## src/hw/rtl/dnfc_pkg.sv

```systemverilog
`timescale 1ns / 1ps
// ----------------------------------------------------------------------------
// dnfc_pkg
// Shared types, character codes, parse phases and power-of-ten tables for the
// decimal number field classifier.
// ----------------------------------------------------------------------------
package dnfc_pkg;

    localparam int EXP_MAX         = 999;
    localparam int FRAC_DIGITS_MAX = 32;
    localparam int EXP_W           = $clog2(EXP_MAX + 1);
    localparam int FRAC_W          = $clog2(FRAC_DIGITS_MAX + 1);
    localparam int MANT_W          = 63;
    localparam int DEXP_W          = 12;
    localparam int POW_COUNT       = 19;
    localparam int POW_W           = 60;
    localparam int IDX_W           = $clog2(POW_COUNT);

    localparam logic [MANT_W-1:0] MAG_MAX = '1;

    localparam logic [7:0] CH_PLUS  = 8'h2B;
    localparam logic [7:0] CH_MINUS = 8'h2D;
    localparam logic [7:0] CH_POINT = 8'h2E;
    localparam logic [7:0] CH_LO_E  = 8'h65;
    localparam logic [7:0] CH_UP_E  = 8'h45;
    localparam logic [7:0] CH_0     = 8'h30;
    localparam logic [7:0] CH_9     = 8'h39;

    localparam logic [2:0] PH_START = 3'd0;
    localparam logic [2:0] PH_INT   = 3'd1;
    localparam logic [2:0] PH_FRAC  = 3'd2;
    localparam logic [2:0] PH_EXP   = 3'd3;
    localparam logic [2:0] PH_EXPD  = 3'd4;

    localparam logic [1:0] KIND_STR = 2'd0;
    localparam logic [1:0] KIND_INT = 2'd1;
    localparam logic [1:0] KIND_FLT = 2'd2;

    typedef struct packed {
        logic [7:0] ch;
        logic       last;
        logic       empty_req;
    } t_in;

    typedef struct packed {
        logic [1:0]               kind;
        logic signed [63:0]       int_value;
        logic [MANT_W-1:0]        mantissa;
        logic                     mant_negative;
        logic signed [DEXP_W-1:0] dec_exponent;
        logic                     overflow;
    } t_out;

    typedef struct packed {
        logic [1:0]               kind;
        logic [MANT_W-1:0]        mant;
        logic                     neg;
        logic signed [DEXP_W-1:0] dexp;
        logic                     ovf;
        logic [EXP_W-1:0]         exp;
    } t_fin;

    function automatic logic [POW_W-1:0] pow10_lut(input logic [IDX_W-1:0] idx);
        logic [POW_W-1:0] v;
        unique case (idx)
            5'd0:    v = 60'd1;
            5'd1:    v = 60'd10;
            5'd2:    v = 60'd100;
            5'd3:    v = 60'd1000;
            5'd4:    v = 60'd10000;
            5'd5:    v = 60'd100000;
            5'd6:    v = 60'd1000000;
            5'd7:    v = 60'd10000000;
            5'd8:    v = 60'd100000000;
            5'd9:    v = 60'd1000000000;
            5'd10:   v = 60'd10000000000;
            5'd11:   v = 60'd100000000000;
            5'd12:   v = 60'd1000000000000;
            5'd13:   v = 60'd10000000000000;
            5'd14:   v = 60'd100000000000000;
            5'd15:   v = 60'd1000000000000000;
            5'd16:   v = 60'd10000000000000000;
            5'd17:   v = 60'd100000000000000000;
            5'd18:   v = 60'd1000000000000000000;
            default: v = '0;
        endcase
        return v;
    endfunction

    // largest mantissa whose product with ten to idx stays in range
    function automatic logic [MANT_W-1:0] mag_limit_lut(input logic [IDX_W-1:0] idx);
        logic [MANT_W-1:0] v;
        unique case (idx)
            5'd0:    v = 63'd9223372036854775807;
            5'd1:    v = 63'd922337203685477580;
            5'd2:    v = 63'd92233720368547758;
            5'd3:    v = 63'd9223372036854775;
            5'd4:    v = 63'd922337203685477;
            5'd5:    v = 63'd92233720368547;
            5'd6:    v = 63'd9223372036854;
            5'd7:    v = 63'd922337203685;
            5'd8:    v = 63'd92233720368;
            5'd9:    v = 63'd9223372036;
            5'd10:   v = 63'd922337203;
            5'd11:   v = 63'd92233720;
            5'd12:   v = 63'd9223372;
            5'd13:   v = 63'd922337;
            5'd14:   v = 63'd92233;
            5'd15:   v = 63'd9223;
            5'd16:   v = 63'd922;
            5'd17:   v = 63'd92;
            5'd18:   v = 63'd9;
            default: v = '0;
        endcase
        return v;
    endfunction

endpackage

```

## src/hw/rtl/dnfc_parser.sv

```systemverilog
`timescale 1ns / 1ps
// ----------------------------------------------------------------------------
// dnfc_parser
// Character recognizer: sign, digits, point, fraction, exponent. Keeps the
// per-field state and registers one finished record at the field's end.
// ----------------------------------------------------------------------------
module dnfc_parser
    import dnfc_pkg::*;
(
    input  logic i_clk,
    input  logic i_rst_n,
    input  logic i_valid,
    input  t_in  i_in,
    output logic o_stall,
    output logic o_fin_valid,
    output t_fin o_fin,
    input  logic i_fin_ready
);

    logic [2:0]        r_phase, n_phase;
    logic [1:0]        r_kind, n_kind;
    logic              r_neg, n_neg;
    logic [MANT_W-1:0] r_acc, n_acc;
    logic [FRAC_W-1:0] r_fcnt, n_fcnt;
    logic              r_eneg, n_eneg;
    logic [EXP_W-1:0]  r_eacc, n_eacc;
    logic              r_sat, n_sat;
    logic              r_stopped, n_stopped;
    logic              r_s1_valid;
    t_fin              r_s1;

    logic              w_s1_ready;
    logic              w_acc;
    logic              w_emit;
    logic [7:0]        w_c;
    logic [7:0]        w_dsub;
    logic [3:0]        w_d;
    logic              w_dig;
    logic              w_is_e;
    logic [MANT_W+3:0] w_mac;
    logic              w_mac_ovf;
    logic [MANT_W-1:0] w_push;
    logic [EXP_W+3:0]  w_emac;
    logic              w_emac_ovf;
    logic signed [DEXP_W-1:0] w_e12;
    logic signed [DEXP_W-1:0] w_f12;
    t_fin              w_fin;

    assign w_s1_ready = !r_s1_valid || i_fin_ready;
    assign o_stall    = !w_s1_ready;
    assign w_acc      = i_valid && w_s1_ready;
    assign w_emit     = i_in.empty_req || i_in.last;

    assign w_c    = i_in.ch;
    assign w_dsub = w_c - CH_0;
    assign w_d    = w_dsub[3:0];
    assign w_dig  = (w_c >= CH_0) && (w_c <= CH_9);
    assign w_is_e = (w_c == CH_LO_E) || (w_c == CH_UP_E);

    assign w_mac     = ({4'b0, r_acc} << 3) + ({4'b0, r_acc} << 1) + {{MANT_W{1'b0}}, w_d};
    assign w_mac_ovf = w_mac > {4'b0, MAG_MAX};
    assign w_push    = w_mac_ovf ? MAG_MAX : w_mac[MANT_W-1:0];

    assign w_emac     = ({4'b0, r_eacc} << 3) + ({4'b0, r_eacc} << 1) + {{EXP_W{1'b0}}, w_d};
    assign w_emac_ovf = w_emac > (EXP_W + 4)'(EXP_MAX);

    always_comb begin
        n_phase   = r_phase;
        n_kind    = r_kind;
        n_neg     = r_neg;
        n_acc     = r_acc;
        n_fcnt    = r_fcnt;
        n_eneg    = r_eneg;
        n_eacc    = r_eacc;
        n_sat     = r_sat;
        n_stopped = r_stopped;
        if (!r_stopped) begin
            unique case (r_phase)
                PH_START: begin
                    priority if (w_c == CH_PLUS) begin
                        n_phase = PH_INT;
                    end else if (w_c == CH_MINUS) begin
                        n_phase = PH_INT;
                        n_neg   = 1'b1;
                    end else if (w_dig) begin
                        n_phase = PH_INT;
                        n_acc   = {{(MANT_W-4){1'b0}}, w_d};
                    end else if (w_c == CH_POINT) begin
                        n_phase = PH_FRAC;
                        n_kind  = KIND_FLT;
                    end else begin
                        n_kind    = KIND_STR;
                        n_stopped = 1'b1;
                    end
                end
                PH_INT: begin
                    priority if (w_dig) begin
                        n_acc = w_push;
                        if (w_mac_ovf) begin
                            n_sat = 1'b1;
                        end
                    end else if (w_c == CH_POINT) begin
                        n_phase = PH_FRAC;
                        n_kind  = KIND_FLT;
                    end else if (w_is_e) begin
                        n_phase = PH_EXP;
                    end else begin
                        n_kind    = KIND_STR;
                        n_stopped = 1'b1;
                    end
                end
                PH_FRAC: begin
                    priority if (w_dig) begin
                        if (r_fcnt >= FRAC_W'(FRAC_DIGITS_MAX)) begin
                            n_sat = 1'b1;
                        end else begin
                            n_acc  = w_push;
                            n_fcnt = r_fcnt + 1'b1;
                            if (w_mac_ovf) begin
                                n_sat = 1'b1;
                            end
                        end
                    end else if (w_is_e) begin
                        n_phase = PH_EXP;
                    end else begin
                        n_kind    = KIND_STR;
                        n_stopped = 1'b1;
                    end
                end
                PH_EXP: begin
                    priority if (w_c == CH_PLUS) begin
                        n_phase = PH_EXPD;
                    end else if (w_c == CH_MINUS) begin
                        n_phase = PH_EXPD;
                        n_eneg  = 1'b1;
                        n_kind  = KIND_FLT;
                    end else if (w_dig) begin
                        n_phase = PH_EXPD;
                        n_eacc  = {{(EXP_W-4){1'b0}}, w_d};
                    end else begin
                        n_kind    = KIND_STR;
                        n_stopped = 1'b1;
                    end
                end
                PH_EXPD: begin
                    if (w_dig) begin
                        n_eacc = w_emac_ovf ? EXP_W'(EXP_MAX) : w_emac[EXP_W-1:0];
                        if (w_emac_ovf) begin
                            n_sat = 1'b1;
                        end
                    end else begin
                        n_kind    = KIND_STR;
                        n_stopped = 1'b1;
                    end
                end
                default: begin
                    n_kind    = KIND_STR;
                    n_stopped = 1'b1;
                end
            endcase
        end
    end

    assign w_e12 = DEXP_W'(n_eacc);
    assign w_f12 = DEXP_W'(n_fcnt);

    always_comb begin
        w_fin.kind = n_kind;
        w_fin.mant = n_acc;
        w_fin.neg  = n_neg;
        w_fin.dexp = (n_eneg ? -w_e12 : w_e12) - w_f12;
        w_fin.ovf  = n_sat;
        w_fin.exp  = n_eacc;
        if (i_in.empty_req || (n_kind == KIND_STR)) begin
            w_fin = '0;
        end
    end

    always_ff @(posedge i_clk) begin
        if (!i_rst_n) begin
            r_phase    <= PH_START;
            r_kind     <= KIND_INT;
            r_neg      <= 1'b0;
            r_acc      <= '0;
            r_fcnt     <= '0;
            r_eneg     <= 1'b0;
            r_eacc     <= '0;
            r_sat      <= 1'b0;
            r_stopped  <= 1'b0;
            r_s1_valid <= 1'b0;
        end else begin
            if (w_acc) begin
                if (w_emit) begin
                    r_phase   <= PH_START;
                    r_kind    <= KIND_INT;
                    r_neg     <= 1'b0;
                    r_acc     <= '0;
                    r_fcnt    <= '0;
                    r_eneg    <= 1'b0;
                    r_eacc    <= '0;
                    r_sat     <= 1'b0;
                    r_stopped <= 1'b0;
                end else begin
                    r_phase   <= n_phase;
                    r_kind    <= n_kind;
                    r_neg     <= n_neg;
                    r_acc     <= n_acc;
                    r_fcnt    <= n_fcnt;
                    r_eneg    <= n_eneg;
                    r_eacc    <= n_eacc;
                    r_sat     <= n_sat;
                    r_stopped <= n_stopped;
                end
            end
            if (w_s1_ready) begin
                r_s1_valid <= w_acc && w_emit;
            end
        end
    end

    always_ff @(posedge i_clk) begin
        if (w_s1_ready) begin
            r_s1 <= w_fin;
        end
    end

    assign o_fin_valid = r_s1_valid;
    assign o_fin       = r_s1;

    a_phase_range: assert property (@(posedge i_clk) disable iff (!i_rst_n)
        r_phase <= PH_EXPD)
        else $error("parse phase out of range");

    a_stopped_string: assert property (@(posedge i_clk) disable iff (!i_rst_n)
        r_stopped |-> (r_kind == KIND_STR))
        else $error("stopped field not classed as string");

    a_frac_bound: assert property (@(posedge i_clk) disable iff (!i_rst_n)
        r_fcnt <= FRAC_W'(FRAC_DIGITS_MAX))
        else $error("fraction digit count past limit");

endmodule

```

## config.mk

```make
export PLATFORM = sky130hd
export DESIGN_NAME = dnfc_parser
export DESIGN_NICKNAME = d
export VERILOG_FILES = /design/src/hw/rtl/dnfc_pkg.sv /design/src/hw/rtl/dnfc_parser.sv
export SDC_FILE = /design/constraint.sdc
export NUM_CORES = 1
export LEC_CHECK = 0
export BUFFER_PORTS_ARGS = -buffer_cell sky130_fd_sc_hd__buf_2
export CAP_MARGIN = 20
export CORE_MARGIN = 8
export CORE_UTILIZATION = 36
export DETAILED_ROUTE_END_ITERATION = 8
export MAX_ROUTING_LAYER = met4
export PLACE_DENSITY = 0.55
export SKIP_LAST_GASP = 1
export SYNTH_ARGS = -nofsm -noshare
export SYNTH_HDL_FRONTEND = slang
export SYNTH_SLANG_ARGS = --single-unit
```

## constraint.sdc

```tcl
create_clock -name i_clk -period 15.83 [get_ports i_clk]
set_clock_uncertainty 0.1 [all_clocks]
set_input_delay 0.7915 -clock i_clk [delete_from_list [all_inputs] [get_ports i_clk]]
set_output_delay 0.7915 -clock i_clk [all_outputs]
set_load 0.02 [all_outputs]
```

**Word level (Yosys, flattened, before mapping)**

Cells that the tools add are included.

- Register bits after elaboration: 178

- $add $sub $neg: 8
- Order comparisons: 5
- Eq/ne operators: 14
- Multiplexer cells: 85
- Reduce and logical (&&, ||, !) cells: 13

Operators with widths:

| cell | number |
|---|---|
| two-way mux 63 bit | 9 |
| one-hot mux 63 bit (3 select lines) | 1 |
| two-way mux 10 bit | 7 |
| adder 66 x 64 -> 67 bit | 1 |
| adder 67 x 4 -> 67 bit | 1 |
| > comparator 67 x 63 -> 1 bit, second input constant | 1 |
| two-way mux 3 bit | 13 |
| two-way mux 1 bit | 31 |
| two-way mux 6 bit | 5 |
| two-way mux 2 bit | 13 |
| equality test 8 x 6 -> 1 bit, second input constant | 3 |
| one-hot mux 10 bit (2 select lines) | 1 |
| equality test 8 x 7 -> 1 bit, second input constant | 2 |
| adder 13 x 11 -> 14 bit | 1 |
| adder 14 x 4 -> 14 bit | 1 |
| > comparator 14 x 10 -> 1 bit, second input constant | 1 |
| two-way mux 12 bit | 1 |
| negator 10 -> 12 bit | 1 |
| one-hot mux 3 bit (4 select lines) | 1 |
| subtractor 12 x 7 -> 12 bit | 1 |
| one-hot mux 2 bit (5 select lines) | 1 |
| greater-or-equal comparator 8 x 6 -> 1 bit, second input constant | 1 |
| <= comparator 8 x 6 -> 1 bit, second input constant | 1 |
| AND reduction 7 bit | 1 |
| other kinds (18) | 26 |

**Logic depth before layout (Yosys ltp)**

- Word-level depth: 10
- Gate-level depth with buffers: 26
- Mapped depth without buffers: 26

**Worst setup path after synthesis**

Ideal clock, no wire load.

- Kind: input-to-reg
- Start point: in i_in[5] in the netlist's numbering
- End point: reg r_s1, in the netlist o_fin[19], data pin
- Setup time: 0.262 ns
- Data arrival time: 6.424 ns
- Data required time: 15.468 ns
- Path slack: 9.044 ns
- Cell stages on the path: 23
- Cell sequence: inv_1 -> fa_1 -> fa_1 -> nor2b_4 -> o311a_1 -> o41a_1 -> or3_4 -> a32oi_4 -> nand3_2 -> or3_1 -> nand2_1 -> ha_1 -> or3b_2 -> o21a_1 -> o21ai_0 -> xnor2_1 -> ha_1 -> nor2b_1 -> o21ai_0 -> nand2b_1 -> or4_1 -> o311ai_1 -> mux2_1

- Word-level cells in the longest chain between the ends: 10
- Elaborated cells between the ends (all ways): 44
- Those cells by class: add/sub: 4; order compare: 3; eq/ne: 5; mux: 28; reduce/logical: 4

Ends and longest elaborated chain:

| what | RTL line | RTL |
|---|---|---|
| from (decl) | dnfc_parser.sv:13 | `input t_in i_in,` |
| subtractor 4 x 1 -> 4 bit (tied with other cells) | dnfc_parser.sv:55 | `assign w_dsub = w_c - CH_0;` |
| adder 14 x 4 -> 14 bit or logical AND 1 bit (tied branches) | dnfc_parser.sv:64, dnfc_parser.sv:57 |  |
| > comparator 14 x 10 -> 1 bit or two-way mux 10 bit (tied branches) | dnfc_parser.sv:65, dnfc_parser.sv:137 |  |
| two-way mux 10 bit (on tied branches) | dnfc_parser.sv:147, dnfc_parser.sv:133 |  |
| two-way mux 10 bit (on tied branches) | dnfc_parser.sv:146, dnfc_parser.sv:131 |  |
| one-hot mux 10 bit (2 select lines) | dnfc_parser.sv:78 | `unique case (r_phase)` |
| two-way mux 10 bit | dnfc_parser.sv:77 | `if (!r_stopped) begin` |
| negator 10 -> 12 bit | dnfc_parser.sv:171 | `w_fin.dexp = (n_eneg ? -w_e12 : w_e12) - w_f12;` |
| two-way mux 12 bit | dnfc_parser.sv:171 |  |
| subtractor 12 x 7 -> 12 bit | dnfc_parser.sv:171 |  |
| to (signal assigned) | dnfc_parser.sv:223 | `r_s1 <= w_fin;` |
| to (decl) | dnfc_parser.sv:30 | `t_fin r_s1;` |

Several ways; a longest one is shown, not always the timed one.
A chain may end at the register's enable or synchronous reset.

**Worst setup path after layout**

Ends and elaborated chain as after synthesis.

==> impl_metrics.json <==
{
  "status": "finished clean",
  "numCtsBuffers": 17,
  "path_max_fanout": 10,
  "ys_top_cells_by_count": "a21oi_1, nand2_1, o21ai_0, nor2_1, ha_1",
  "cp.required_ns": 15.96,
  "synth_most_common_cell": "a21oi_1",
  "cts_tree": "yes",
  "power_switching_mw": 0.270,
  "post_cts_resized": 0,
  "yosys.area_share.adder_pct": 14.0,
  "wl_mm": 49.5,
  "peakVddDrop_uv": 70.2,
  "final_antenna_net_count": 0,
  "antenna_found_initial": 1,
  "fp.dieW_microns": 216,
  "drt_iter0_drc": 1096,
  "coreArea_sq_mm": 0.0396,
  "r2r_slack_ns": 8.86,
  "overflow": 0,
  "setup_tns_ns": 0,
  "synth_edf_count": 89,
  "yosysUniqueCellTypes": 87,
  "yosys.area_share.simple_pct": 19.2,
  "synth_area_leaders": "edfxtp_1, ha_1, dfxtp_1",
  "cp-start-kind": "input port",
  "cts_sinks": 178,
  "grt_pass1_vias": 13400,
  "ys_seq_elements": 178,
  "firstDrtPassIters": 5,
  "critPathCaptureType": "flip-flop",
  "routed_via_density": 5.92,
  "min_period_ns": 7.08,
  "post_cts_buffers": 0,
  "power_frac_seq_pct": 49.6,
  "finalWeightedCongestion": 0.954,
  "grt_pass1_wl_mm": 77.4,
  "routed-via-count": 14000,
  "die_y_microns": 216,
  "h-tree-depth": 4,
  "ctsHoldBuffers": 0,
  "clockBufferDepth": 2,
  "setup_ws_ns": 8.75,
  "p_leak_nw": 6.61,
  "die_area_sq_mm": 0.0467,
  "synth_largest_area_cell": "edfxtp_1",
  "muxShareOfSynthArea_pct": 0.373,
  "tightest_slew_ns": 0.996,
  "relSlewSlack_pct": 33.6,
  "power.total_mw": 0.998,
  "fmax_mhz": 141,
  "cap_violations": 0,
  "finalInstanceArea_sq_mm": 0.0160,
  "synth_area_per_cell_sq_um": 8.16,
  "grt_use_total_pct": 21.3,
  "pre_cts_ws_ns": 8.34,
  "start_util_pct": 36.4,
  "wl_per_cell_microns": 21.0,
  "setup_violations": 0,
  "syn_inst": 1769,
  "async_flop_share_pct": 0,
  "synth_compound_area_share_pct": 27.5,
  "io_buffers": 104,
  "num_io_pins": 105,
  "syn2layout_area_growth_pct": 11.0,
  "synth_xor_area_share_pct": 4.74,
  "syn_nets": 1941,
  "drc": 0,
  "placed_cells": 2330,
  "place_area_sq_mm": 0.0154,
  "fin_nets": 1996,
  "internal-power_mw": 0.728,
  "comb_power_share_pct": 6.7,
  "timing.final.crit_share_pct": 44.7,
  "grt_max_degree": 64,
  "p_clk_share_pct": 43.7,
  "hp-class": "reg -> reg",
  "synth_area_sq_mm": 0.0144,
  "hold_viol": 0,
  "clock_tree.root_cell": "clkbuf_16",
  "swShare_pct": 27.0,
  "ys_warn_count": 0,
  "rows": 73,
  "rsz0062_at_grt": "false",
  "worstSetupPathType": "in -> reg",
  "dp_hpwl_mm": 37.1,
  "power-per-cell-area_mw_per_mm2": 62.3,
  "drive_above_1_share_pct": 9.85,
  "ys.flop_type": "edfxtp_1",
  "synth_top_family_by_area": "compound AO/OA/AOI/OAI gates",
  "synth.yosys.seq_area_share_pct": 30.9,
  "post_layout_nonfiller_instances": 2363,
  "clk_latency_ns": 0.47,
  "synth_top_area_share_pct": 18.5,
  "path_clk_slew_ns": 0.08,
  "slew_violations": 0,
  "critPathArrivalTime_ns": 7.21
}
cell families (layout without fill, tap and decap cells):
kind of cell	after synthesis	in the layout
other	0	1
xor gates and xnor gates	78	78
DFF	178	178
and+or+nand+nor	581	581
adders and majority gates	158	158
buffers and inverters	132	200
AOI/OAI and AO/OA	637	637
muxes	5	5
area by class of cell:
type	count	area, sq um
fillers	4110	23600
clock inverters	15	146
inverters	47	176
repair buffers	121	648
multi-input cells	1459	9500
well taps	525	657
flip-flops and latches	178	4450
diodes	1	2.50
clock buffers	17	425
path summary, 6_finish.rpt:
path | depth (start not counted) | endpoint | startpoint
max | 25 | o_fin[19]$_SDFFCE_PP0N_ | i_in[5]
min | 2 | r_sat$_SDFFE_PN0P_ | r_sat$_SDFFE_PN0P_
max reg2reg | 24 | o_fin[19]$_SDFFCE_PP0N_ | r_eacc[2]$_SDFFE_PN0P_
min reg2reg | 2 | r_sat$_SDFFE_PN0P_ | r_sat$_SDFFE_PN0P_
state kept, by name (all words and copies together) (netlist names), 2 cells and up:
signal,flops
r_acc,63
r_phase,3
r_kind,2
r_eacc,10
r_fcnt,6
o_fin,89
per-layer routing:
metal / vias to the layer above / routed length, microns / GRT usage, %
li1: 6724 / - / -
met1: 6779 / 23800 / 28.9
met2: 407 / 22100 / 32.3
met3: 72 / 2350 / 2.66
met4: 0 / 1340 / 7.66
met5: - / 0 / -
power by group through the flow:
stage          clock network (mW)  registers, mW  logic (mW)
2_1_floorplan                   0          0.518      0.0269
3_3_place_gp                    0          0.505      0.0671
3_5_place_dp                    0          0.505      0.0675
4_1_cts                     0.446          0.495      0.0677
5_1_grt                     0.463          0.496      0.0719
6_report                    0.436          0.495      0.0672
per-stage QoR:
step / hold WS (ns) / util (%)
5_1_grt: 0.384 / 40.4
4_1_cts: 0.359 / 40.4
2_1_floorplan: 0.326 / -
3_3_place_gp: 0.336 / 38.9
3_5_place_dp: 0.351 / 38.9
6_report: 0.359 / 40.4
worst max-delay path: stages:
cell	delay, ns
buf_2	0.13
inv_1	0.15
fa_1	0.61
inv_1	0.05
ha_1	0.29
a211oi_2	0.34
o21ai_1	0.13
a31oi_1	0.36
o2111ai_1	0.22
a32oi_4	0.45
nand3_2	0.18
or3_1	0.45
nand2_1	0.15
ha_1	0.21
or3b_2	0.46
o21a_1	0.22
o21ai_0	0.20
xnor2_1	0.10
ha_1	0.35
nor2b_1	0.16
o21ai_0	0.16
nand2b_1	0.14
or4_1	0.41
o311ai_1	0.11
mux2_1	0.35
placed cells by master (no fill, tap or decap), types with 30 or more instances in the layout:
master    Yosys  layout
inv_1        47      47
a21o_1       31      30
buf_2         0     104
nand2_1     195     194
ha_1        153     153
xnor2_1      44      44
nor2_1      159     159
and2_1       32      32
xor2_1       34      34
edfxtp_1     89      89
nor3_1       37      36
dfxtp_1      89      89
a21oi_1     216     215
o21ai_0     160     160
No activity file was read; power rests on OpenSTA's default activity.
